==> src/rtl/pnac_pkg.sv <==
// ----------------------------------------------------------------------------
// pnac_pkg
// shared widths, status codes and defaults of the polygon normal/area unit
// ----------------------------------------------------------------------------
package pnac_pkg;

  localparam int CoordW     = 24;
  localparam int DiffW      = 25;
  localparam int CrossW     = 56;
  localparam int CsumW      = 28;
  localparam int CntW       = 5;
  localparam int NrmW       = 16;
  localparam int AreaW      = 48;
  localparam int MulW       = 29;
  localparam int ProdW      = 58;
  localparam int SubW       = 60;
  localparam int SqW        = 112;
  localparam int RootW      = 56;
  localparam int StatW      = 2;
  localparam int StepW      = 7;
  localparam int MaxVertDef = 4;

  localparam logic [StatW-1:0] STAT_OK    = 2'd0;
  localparam logic [StatW-1:0] STAT_DEGEN = 2'd1;
  localparam logic [StatW-1:0] STAT_FEW   = 2'd2;
  localparam logic [StatW-1:0] STAT_MANY  = 2'd3;

endpackage

==> src/rtl/pnac_alu.sv <==
// ----------------------------------------------------------------------------
// pnac_alu
// shared signed multiplier with registered product and a wide subtract/compare
// ----------------------------------------------------------------------------
module pnac_alu
  import pnac_pkg::*;
(
  input  logic                    clk_i,
  input  logic signed [MulW-1:0]  mul_a_i,
  input  logic signed [MulW-1:0]  mul_b_i,
  output logic signed [ProdW-1:0] prod_o,
  input  logic        [SubW-1:0]  sub_a_i,
  input  logic        [SubW-1:0]  sub_b_i,
  output logic        [SubW-1:0]  sub_diff_o,
  output logic                    sub_ge_o
);

  logic signed [ProdW-1:0] prod_q;
  logic        [SubW:0]    sub_w;

  always_ff @(posedge clk_i) begin
    prod_q <= mul_a_i * mul_b_i;
  end

  assign prod_o     = prod_q;
  assign sub_w      = {1'b0, sub_a_i} - {1'b0, sub_b_i};
  assign sub_diff_o = sub_w[SubW-1:0];
  assign sub_ge_o   = ~sub_w[SubW];

endmodule

==> config.mk <==
export PLATFORM = sky130hd
export DESIGN_NAME = pnac_alu
export DESIGN_NICKNAME = d
export VERILOG_FILES = /design/src/rtl/pnac_pkg.sv /design/src/rtl/pnac_alu.sv
export SDC_FILE = /design/constraint.sdc
export NUM_CORES = 2
export LEC_CHECK = 0
export BUFFER_PORTS_ARGS = -buffer_cell sky130_fd_sc_hd__buf_2
export CORE_ASPECT_RATIO = 1.5
export CORE_MARGIN = 2
export CORE_UTILIZATION = 64
export DETAILED_ROUTE_END_ITERATION = 12
export PLACE_DENSITY = 0.85
export SLEW_MARGIN = 20
export SYNTH_ARGS = -nofsm -noshare
export SYNTH_HDL_FRONTEND = slang
export SYNTH_SLANG_ARGS = --single-unit
==> constraint.sdc <==
create_clock -name clk_i -period 10.4 [get_ports clk_i]
set_input_delay 1.04 -clock clk_i [delete_from_list [all_inputs] [get_ports clk_i]]
set_output_delay 1.04 -clock clk_i [all_outputs]
set_load 0.005 [all_outputs]
Word level (Yosys, flattened, before mapping) --
Index checks and enable logic that the tools add are counted.
Storage, ports and cells: register bits after elaboration 58, output and inout port bits 119, input bits 179, logic and storage cells 4
Cells by class: bitwise gates (word level) 1, $add $sub $neg 1, multiply operators 1
Operator list (count):
- $sub 60x60->61 | 1
- $mul 29x29->58 | 1
- $not 1->1 | 1

Longest topological paths before layout --
depth in word-level cells 2, mapped depth 30, mapped depth without buffers 28

Least setup slack after synthesis --
No wires, ideal clock.
path kind input port to flip-flop, start input mul_a_i[28], end register prod_q[57] (netlist: prod_o[57]), cell stages on the path 28, path buffers 2, data required time 10.328 ns, setup time 0.072 ns, path slack 1.675 ns, arrival time 8.653 ns, cells stage by stage clkbuf_1 -> clkbuf_1 -> nand2_1 -> inv_1 -> fa_1 -> fa_1 -> inv_1 -> fa_1 -> inv_1 -> fa_1 -> inv_1 -> fa_1 -> inv_1 -> fa_1 -> fa_1 -> inv_1 -> fa_1 -> inv_1 -> ha_1 -> o21a_1 -> a211oi_1 -> o21ba_2 -> nor3b_2 -> a21oi_4 -> o41ai_4 -> o21ai_1 -> a21oi_1 -> xnor2_1
Between the ends: word-level cells in the longest chain between the ends 1
RTL lines:
- start, declared | RTL line pnac_alu.sv:9 | input logic signed [MulW-1:0] mul_a_i,
- $mul 29x29->58 | RTL line pnac_alu.sv:22 | prod_q <= mul_a_i * mul_b_i;
- end signal, assigned | RTL line pnac_alu.sv:22
- end, declared | RTL line pnac_alu.sv:18 | logic signed [ProdW-1:0] prod_q;
No other way between the ends.

Final worst setup path --
Same ends and word-level chain as after synthesis.

==> results.rst <==
.. list-table::
   :header-rows: 1

   * - Metric
     - Value
   * - Clock H-tree levels
     - 3
   * - Via count of the first global-routing pass
     - 31800
   * - Total area of multi-input combinational cells
     - 30200 µm²
   * - Data required time at the worst endpoint
     - 10.69 ns
   * - Normalized max-slew margin
     - 0.372
   * - Number of clock buffers inserted by TritonCTS
     - 9
   * - Warning count from the yosys run
     - 0
   * - M1 GR Usage
     - 0.374
   * - Top_reg_cell synth
     - sky130_fd_sc_hd__dfxtp_1
   * - Detailed Route WL
     - 106000 µm
   * - Die ar.
     - 57800 µm²
   * - Post-synth cell types
     - 79
   * - Final worst path period share
     - 0.887
   * - Vertical die dimension
     - 293 µm
   * - Startpoint-to-endpoint class of the critical path
     - in2reg
   * - First-pass GRT wire length
     - 166000 µm
   * - Max capacitance violation total
     - 0
   * - I/O pin total
     - 298
   * - Grt ovf
     - 0
   * - Area of the mapped netlist
     - 35700 µm²
   * - Clock Path Buffers
     - 2
   * - Initial cell density of the core
     - 0.645
   * - Total of endpoints with negative setup slack in the final report
     - 0
   * - Number of design-rule violations left by the first detailed-router iteration
     - 2022
   * - # hold bufs at CTS
     - 0
   * - Share of synthesized area occupied by flip-flops and latches
     - 0.0325
   * - Sum of net half-perimeters after detailed placement
     - 82700 µm
   * - Post-DR wirelength/cell
     - 22.0 µm
   * - Post-Syn Nets
     - 5283
   * - Number of nets with antenna violations after routing
     - 0
   * - Kind of start point of the critical path
     - primary input
   * - Ratio of cells with drive above 1 in the final layout
     - 0.0866
   * - Core outline area
     - 55400 µm²
   * - Cell at the root of the clock tree
     - sky130_fd_sc_hd__clkbuf_16
   * - Post-CTS sizing
     - 0
   * - Total global routing track utilization
     - 0.385
   * - Via density per instance
     - 5.93
   * - Highest-utilization routing layer at the global route stage
     - met2
   * - Slew at the pin closest to its max-slew limit
     - 0.943 ns
   * - Pre-antenna DRT Iters
     - 5
   * - Width of the chip
     - 197 µm
   * - Fin Setup TNS
     - 0 ns
   * - Storage cell area
     - 1160 µm²
   * - Number of cell rows
     - 106
   * - Count of vias placed by the detailed router
     - 28500
   * - Area growth from synthesis to layout
     - 5.69%
   * - CP Max Fanout
     - 29
   * - Run status
     - completed
   * - Critical path endpoint category
     - flip-flop
   * - Period minus WS final
     - 9.23 ns
   * - Buffers inserted during post-CTS setup optimization
     - 0
   * - Hold Path Cell Cnt
     - 3
   * - Flip-flop count of the largest register after layout
     - 58
   * - # nets final
     - 5407
   * - Post-synth EDFFs
     - 0
   * - Fill count
     - 4330
   * - Met3 Resource Use GR
     - 0.0942
   * - Critical path arrival
     - 9.52 ns
   * - Clock-pin slew on the worst setup and hold paths
     - 0.06 ns
   * - Post-synth ARST share
     - 0
   * - Avg Synthesized Cell Area
     - 9.00 µm²
   * - RSZ-0062 raised after global routing
     - false
   * - Hold WC Path Type
     - in2reg
   * - Number of hold violations in the final report
     - 0
   * - Number of antenna violations at the first check in global routing
     - 5
   * - Clock tree from TritonCTS
     - done
   * - Max Slew Vio Count
     - 0
   * - Count of buffers inserted at the top-level ports
     - 297
   * - Highest Clock Rate
     - 108 MHz
   * - Cells after synthesis
     - 3972
   * - Clock sink count
     - 58
   * - Met2 usage in global routing
     - 0.679
   * - Routability congestion estimate from global placement
     - 0.977
   * - Remaining DRCs
     - 0
   * - Synthesis-stage register bit count
     - 58
   * - Maximum number of pins on one net before global-route repair
     - 30
[layout by cell type, fill, tap and decap left out, types with 4 or more instances in the layout]
| master | n |
|---|---|
| sky130_fd_sc_hd__o21a_1 | 16 |
| sky130_fd_sc_hd__o21ai_0 | 50 |
| sky130_fd_sc_hd__nand2_1 | 439 |
| sky130_fd_sc_hd__a221oi_1 | 6 |
| sky130_fd_sc_hd__a211o_1 | 7 |
| sky130_fd_sc_hd__a31oi_1 | 10 |
| sky130_fd_sc_hd__xnor2_1 | 80 |
| sky130_fd_sc_hd__ha_1 | 230 |
| sky130_fd_sc_hd__clkbuf_16 | 9 |
| sky130_fd_sc_hd__o21bai_1 | 15 |
| sky130_fd_sc_hd__a211oi_1 | 14 |
| sky130_fd_sc_hd__o211ai_1 | 9 |
| sky130_fd_sc_hd__nor2_1 | 83 |
| sky130_fd_sc_hd__o31ai_1 | 4 |
| sky130_fd_sc_hd__xor2_1 | 39 |
| sky130_fd_sc_hd__inv_1 | 974 |
| sky130_fd_sc_hd__nand3_1 | 19 |
| sky130_fd_sc_hd__nor2b_1 | 15 |
| sky130_fd_sc_hd__nor3_1 | 15 |
| sky130_fd_sc_hd__buf_4 | 16 |
| sky130_fd_sc_hd__and4_1 | 6 |
| sky130_fd_sc_hd__a21oi_1 | 122 |
| sky130_fd_sc_hd__and2_1 | 453 |
| sky130_fd_sc_hd__nor4_1 | 7 |
| sky130_fd_sc_hd__nand4_1 | 16 |
| sky130_fd_sc_hd__and3_1 | 12 |
| sky130_fd_sc_hd__a21o_1 | 62 |
| sky130_fd_sc_hd__dfxtp_1 | 58 |
| sky130_fd_sc_hd__o21ai_1 | 17 |
| sky130_fd_sc_hd__fa_1 | 902 |
| sky130_fd_sc_hd__nand2b_1 | 24 |
| sky130_fd_sc_hd__a21boi_1 | 4 |
| sky130_fd_sc_hd__or3_1 | 4 |
| sky130_fd_sc_hd__buf_2 | 297 |
[logic make-up after synthesis]
kind of cell             Yosys count  synth area share
AO/OA/AOI/OAI                    380            0.0711
adder cells (fa/ha/maj)         1132             0.586
multiplexers                       3          0.000840
XOR/XNOR                         119            0.0292
flip-flops                        58            0.0325
AND/OR/NAND/NOR                 1106             0.157
buffers and inverters           1174             0.124
[synth_stat cells, types with 16 or more instances]
library cell,instances,share of area
sky130_fd_sc_hd__a21o_1,62,0.013
sky130_fd_sc_hd__a21oi_1,122,0.017
sky130_fd_sc_hd__and2_1,453,0.079
sky130_fd_sc_hd__clkbuf_1,191,0.020
sky130_fd_sc_hd__dfxtp_1,58,0.032
sky130_fd_sc_hd__fa_1,902,0.51
sky130_fd_sc_hd__ha_1,230,0.081
sky130_fd_sc_hd__inv_1,974,0.10
sky130_fd_sc_hd__nand2_1,439,0.046
sky130_fd_sc_hd__nand2b_1,24,0.0042
sky130_fd_sc_hd__nand3_1,19,0.0027
sky130_fd_sc_hd__nand4_1,16,0.0028
sky130_fd_sc_hd__nor2_1,83,0.0087
sky130_fd_sc_hd__o21a_1,16,0.0034
sky130_fd_sc_hd__o21ai_0,50,0.0070
sky130_fd_sc_hd__o21ai_1,17,0.0024
sky130_fd_sc_hd__xnor2_1,80,0.020
sky130_fd_sc_hd__xor2_1,39,0.0096
[cell type report]
type / count / share of cell area
multi-input combinational: 2740 / 0.798
inverter: 974 / 0.0968
timing repair buffer: 313 / 0.0425
sequential: 58 / 0.0307
tap: 702 / 0.0232
clock buffer: 12 / 0.00679
clock inverter: 4 / 0.00132
antenna: 3 / 0.000199
[per-stage QoR]
step	instance area (µm²)	hold slack [ns]	worst slack (ns)	std cells	utilization
6_report	37800	1.34	1.17	4806	0.682
5_1_grt	37800	1.32	0.838	4803	0.681
4_1_cts	37800	1.32	1.23	4803	0.681
3_5_place_dp	37500	1.42	0.850	4787	0.676
3_3_place_gp	37500	1.41	1.02	4787	0.676
2_1_floorplan	35700	1.32	1.67	3972	-
[worst paths after layout]
path   startpoint  slack [ns]         end
min    mul_b_i[0]        1.34   prod_o[0]
max   mul_a_i[28]        1.17  prod_o[57]
[layer usage]
| layer | part of all wire | up-vias |
|---|---|---|
| met5 | 0 | - |
| met3 | 0.088 | 730 |
| met4 | 0.11 | 0 |
| li1 | - | 11900 |
| met1 | 0.29 | 14300 |
| met2 | 0.51 | 1585 |
[critical path: stages]
cell and delay [ns]:
sky130_fd_sc_hd__buf_2 0.49, sky130_fd_sc_hd__nand2_1 0.27, sky130_fd_sc_hd__inv_1 0.14, sky130_fd_sc_hd__fa_1 0.51, sky130_fd_sc_hd__fa_1 0.67, sky130_fd_sc_hd__inv_1 0.14, sky130_fd_sc_hd__fa_1 0.56, sky130_fd_sc_hd__inv_1 0.08
sky130_fd_sc_hd__fa_1 1.01, sky130_fd_sc_hd__inv_1 0.16, sky130_fd_sc_hd__buf_4 0.23, sky130_fd_sc_hd__fa_1 0.49, sky130_fd_sc_hd__inv_1 0.06, sky130_fd_sc_hd__fa_1 0.53, sky130_fd_sc_hd__inv_1 0.05, sky130_fd_sc_hd__fa_1 0.46
sky130_fd_sc_hd__fa_1 0.52, sky130_fd_sc_hd__inv_1 0.04, sky130_fd_sc_hd__ha_1 0.33, sky130_fd_sc_hd__and4_1 0.22, sky130_fd_sc_hd__nand2_1 0.16, sky130_fd_sc_hd__a2111o_2 0.53, sky130_fd_sc_hd__a21oi_4 0.25, sky130_fd_sc_hd__o41ai_4 0.13
sky130_fd_sc_hd__o21ai_1 0.17, sky130_fd_sc_hd__a21oi_1 0.10, sky130_fd_sc_hd__xnor2_1 0.12
Power is not shown: default switching activity piles up to over one toggle a cycle in this logic, so the estimate is an artifact.
